## config.mk

```make
export PLATFORM = sky130hd
export DESIGN_NAME = bah_ctrl
export DESIGN_NICKNAME = d
export VERILOG_FILES = /design/src/rtl/bah_pkg.sv /design/src/rtl/bah_ctrl.sv
export SDC_FILE = /design/constraint.sdc
export NUM_CORES = 1
export LEC_CHECK = 0
export BUFFER_PORTS_ARGS = -buffer_cell sky130_fd_sc_hd__buf_2
export CAP_MARGIN = 30
export CORE_AREA = 5 5 42 44
export DETAILED_ROUTE_END_ITERATION = 10
export DIE_AREA = 0 0 47 49
export SETUP_SLACK_MARGIN = 0.4
export SLEW_MARGIN = 15
export SYNTH_ARGS = -nofsm -noshare
export SYNTH_HDL_FRONTEND = slang
export SYNTH_SLANG_ARGS = --single-unit
```

## constraint.sdc

```tcl
create_clock -name clk -period 3 [get_ports clk]
set_input_delay 0.9 -clock clk [delete_from_list [all_inputs] [get_ports clk]]
set_output_delay 0.9 -clock clk [all_outputs]
set_load 0.1 [all_outputs]
```

## src/rtl/bah_pkg.sv

```systemverilog
// Shared types, codes and field widths of the array heap.
package bah_pkg;

  localparam int OP_W   = 2;
  localparam int REF_W  = 6;
  localparam int IDX_W  = 32;
  localparam int LEN_W  = 13;
  localparam int VAL_W  = 32;
  localparam int STAT_W = 2;

  localparam int IN_TDATA_W  = 88;
  localparam int OUT_TDATA_W = 40;

  localparam logic [OP_W-1:0] OP_ALLOC = 2'd0;
  localparam logic [OP_W-1:0] OP_STORE = 2'd1;
  localparam logic [OP_W-1:0] OP_LOAD  = 2'd2;

  localparam logic [STAT_W-1:0] ST_OK       = 2'd0;
  localparam logic [STAT_W-1:0] ST_FULL     = 2'd1;
  localparam logic [STAT_W-1:0] ST_BAD_IDX  = 2'd2;
  localparam logic [STAT_W-1:0] ST_BAD_REF  = 2'd3;

  typedef enum logic [1:0] {
    S_IDLE,
    S_LOOKUP,
    S_ACCESS
  } state_t;

  typedef struct packed {
    logic capture;
    logic rd_from_in;
    logic exec;
    logic load_out;
    logic from_mem;
  } bah_cmd_t;

  typedef struct packed {
    logic load_ok;
  } bah_sts_t;

endpackage

```

## src/rtl/bah_ctrl.sv

```systemverilog
// Controller state machine and output valid register of the array heap.
module bah_ctrl (
  input  logic              clk,
  input  logic              rst_n,
  input  logic              in_tvalid,
  output logic              in_tready,
  output logic              out_tvalid,
  input  logic              out_tready,
  input  bah_pkg::bah_sts_t sts,
  output bah_pkg::bah_cmd_t cmd
);

  bah_pkg::state_t state_r, state_nxt;
  logic            out_valid_r, out_valid_nxt;
  logic            out_free;

  always_ff @(posedge clk) begin
    if (!rst_n) begin
      state_r     <= bah_pkg::S_IDLE;
      out_valid_r <= 1'b0;
    end else begin
      state_r     <= state_nxt;
      out_valid_r <= out_valid_nxt;
    end
  end

  assign out_free = !out_valid_r || out_tready;

  always_comb begin
    state_nxt = state_r;
    cmd       = '0;
    in_tready = 1'b0;
    case (state_r)
      bah_pkg::S_IDLE: begin
        in_tready      = 1'b1;
        cmd.rd_from_in = 1'b1;
        if (in_tvalid) begin
          cmd.capture = 1'b1;
          state_nxt   = bah_pkg::S_LOOKUP;
        end
      end
      bah_pkg::S_LOOKUP: begin
        if (sts.load_ok) begin
          state_nxt = bah_pkg::S_ACCESS;
        end else if (out_free) begin
          cmd.exec     = 1'b1;
          cmd.load_out = 1'b1;
          state_nxt    = bah_pkg::S_IDLE;
        end
      end
      bah_pkg::S_ACCESS: begin
        if (out_free) begin
          cmd.load_out = 1'b1;
          cmd.from_mem = 1'b1;
          state_nxt    = bah_pkg::S_IDLE;
        end
      end
      default: begin
        state_nxt = bah_pkg::S_IDLE;
      end
    endcase

    if (cmd.load_out) begin
      out_valid_nxt = 1'b1;
    end else if (out_tready) begin
      out_valid_nxt = 1'b0;
    end else begin
      out_valid_nxt = out_valid_r;
    end
  end

  assign out_tvalid = out_valid_r;

endmodule

```

* After elaboration in Yosys (flattened, before gate mapping)
Index checks and enable logic that the tools add are counted.
** Storage, ports and cells
- Bits in registers :: 3
- Bits of input ports :: 5
- Output and inout port bits :: 7
- Logic and storage cells :: 23
** Cells by class
- Equality and inequality tests :: 3
- Mux-type cells :: 14
- Reduce and logical (&&, ||, !) cells :: 4
** Operators with widths (count)
- $mux W2 :: 6
- $mux W1 :: 6
- $pmux W2 S3 :: 1
- $eq A2 B1 Y1 const B :: 1
- $eq A2 B2 Y1 const B :: 1
- $logic_not A2 Y1 :: 1
- $ne A2 B2 Y1 const B :: 1
- $pmux W1 S2 :: 1
- $reduce_bool A2 Y1 :: 1
- $logic_not A1 Y1 :: 1
- $logic_or A1 B1 Y1 :: 1

* Logic depth before layout (Yosys ltp)
- Word-level depth :: 6
- Mapped depth :: 6

* Least setup slack after synthesis
No wires, ideal clock.
- Path type :: input to output
- Start point :: input out_tready
- End point :: output cmd[0] (netlist bit)
- Arrival time :: 2281 ps
- Data required time :: 2100 ps
- Slack :: -181 ps
- Stages on the path :: 2
- Buffers on the path :: 0
- Cell sequence :: nor2b_4 nor2b_1
** RTL lines
- from (decl) :: line bah_ctrl.sv:8 : input logic out_tready,
- to (decl) :: line bah_ctrl.sv:10 : output bah_pkg::bah_cmd_t cmd

==> results.toml <==
[global_route]
grtUsageMet2_pct = 9.28
grt-ovfl-total = 0
busiest_layer = "met2"
grt_max_degree = 7
track_usage_pct = 5.70
use_met1_pct = 5.92
grt_pass1_wl_um = 972
met3_usage_pct = 2.58
antenna_found_initial = 0
grt_pass1_vias = 263

[sta]
clock_skew_ns = 0.00171
grt_setup_unrepaired = "no"
fin_crit_sh_pct = 85.0
setup_viol = 0
fin_crit_ns = 2.55
tns_ns = 0
relSlewSlack_pct = 67.8
worst_pin_slew_ns = 0.487
finalHoldViolCount = 0
report.final.slew_viol_count = 0
worst_slack_ns = 0.451
max_freq_ghz = 0.392

[logic_synthesis]
yosys.cell_types.count = 17
synth_area_leaders = "dfxtp_1 22%, ha_1 18%, nor2b_4 10%"
seq_area_frac_synth_pct = 21.7
ys.warnings.count = 0
ys_ff_latch = 3
avgSynthCellArea_um2 = 9.22
synth-edff-count = 0
syn_inst = 30
synthArstFlopShare_pct = 0
yosys.area.top_type_share_pct = 21.7
synth_area_um2 = 277
synth_area_leader_cell = "dfxtp_1"
ys.flop_type = "dfxtp_1"
syn-num-nets = 39

[clocking]
cts-resized-gates = 2
cts-root-buf = "clkbuf_4"
cts_buffers = 3
cts_setup_buffers = 0
path_clk_slew_ns = 0.04
cts_tree = "built"
postCtsHoldBufs = 0
clkSinkCount = 3
htreeDepth = 1
clock_latency_ns = 0.22
clock_path_buffers = 2

[placement]
io_buffers = 11
gp_congestion = 0.723
preCtsSetupSlack_ns = 0.359
hpwlAfterDp_um = 466

[setup_path]
crit_required_ns = 2.10
reg2regPathDepth = 5
crit_path_cell_trace = "buf_2 -> nor2b_4 -> and2b_2 -> buf_4"
max_stage_delay_ns = 0.23
critPathSlowestCell = "and2b_2"
reg2reg_to = "out_tvalid$_SDFFE_PN0P_"
r2r_slack_ns = 1.73
critPathKind = "in -> out"
start_kind = "input port"
cp.buffers_inverters = 2
crit_path_end_kind = "output port"
cpLargestDelayFamily = "simple AND/OR/NAND/NOR gates"
critPathMaxFanout = 6
arrival_ns = 1.65
r2r-start = "state_r[1]$_SDFFE_PN0P_"

[routing]
ant_nets = 0
vias = 227
drt_iter0_markers = 1
dr.pass1.iters = 2
wl_per_cell_um = 9.08
viasPerCell = 3.85
postRouteWirelength_um = 536
post-route-drc-count = 0

[die]
initial_core_util_pct = 19.7
ios = 12
rows = 14
die_area_um2 = 2300
die_y_um = 49
chipWidth_um = 47
core_area_um2 = 1400

[finish]
drive_gt1_share_pct = 51.2
final_cell_mix = "9 x buf_2, 4 x inv_1, 3 x ha_1, 3 x clkbuf_4, 3 x dfxtp_1"
area_growth_pct = 35.3
final_nets = 53
final_common_cell = "buf_2"
fillers = 165
antenna_cells = 0
fin_util_pct = 26.7

[power_and_ir_drop]
power.leakage_nw = 0.160
ir_worst_vdd_uv = 126
total_power_mw = 0.177
power.density_nw_per_um2 = 472

[worst_hold_path]
worstHoldPathType = "reg -> reg"
hp-start = "state_r[1]$_SDFFE_PN0P_"
min_to = "state_r[1]$_SDFFE_PN0P_"
min_path_cells = 2

[job]
cap_viol_max_count = 0

[status]
status = "finished, final reports clean"
==> worst max path at each step <==
| stage | from | end | depth (start not counted) |
|---|---|---|---|
| finish | out_tready | cmd[2] | 4 |
| global route | sts | cmd[1] | 5 |
| CTS | out_tready | cmd[2] | 4 |
| detailed placement | sts | cmd[1] | 5 |
| global placement | sts | cmd[1] | 5 |
| floorplan | out_tready | cmd[0] | 2 |
==> synth_stat cells, drive strengths merged, types with 2 or more instances <==
cell and instances:
ha 4, a21boi 2, nor2b 4, dfxtp 3
inv 4, buf 2, o211ai 2
==> metrics by stage <==
step	std cells	hold WS [ns]	area (um2)
after detailed placement	55	0.562	343
final	59	0.567	374
after global placement	55	0.556	343
after floorplan	30	0.515	283
after global routing	59	0.580	374
after CTS	59	0.569	374
==> sequential cells by signal, summed over array words and instances, names as in the netlist <==
| name | cells |
|---|---|
| out_tvalid | 1 |
| state_r | 2 |
==> cell families after synthesis <==
kind of cell             share of synthesized area, %
AND/OR/NAND/NOR                                  24.4
AO/OA/AOI/OAI                                    24.9
buffers and inverters                            10.9
adder cells (fa/ha/maj)                          18.1
flip-flops                                       21.7
==> where the power goes <==
group | internal (mW) | switching [mW] | leakage (nW) | total [mW]
logic | 0.0149 | 0.0501 | 0.121 | 0.0650
registers | 0.0418 | 0.00206 | 0.0245 | 0.0438
clock network | 0.0497 | 0.0181 | 0.0150 | 0.0677
==> layer usage <==
| layer | vias up | wire length (um) |
|---|---|---|
| met3 | 0 | 13 |
| met1 | 96 | 249 |
| met4 | 0 | 0 |
| met2 | 3 | 272 |
| met5 | - | 0 |
| li1 | 128 | - |
==> final cells by class <==
| class | instances | area (um2) | share of cell area [%] |
|---|---|---|---|
| clock buffer | 4 | 26.3 | 7.02 |
| inverter | 4 | 15.0 | 4.01 |
| multi-input combinational | 21 | 193 | 51.5 |
| sequential | 3 | 60.1 | 16.1 |
| tap | 16 | 20.0 | 5.35 |
| timing repair buffer | 11 | 60.1 | 16.1 |
==> worst min-delay path: stages, from the launching register on <==
cell	delay, ns
dfxtp_1	0.35
nand3_1	0.10
o31ai_2	0.06
(Power assumes the default switching activity.)
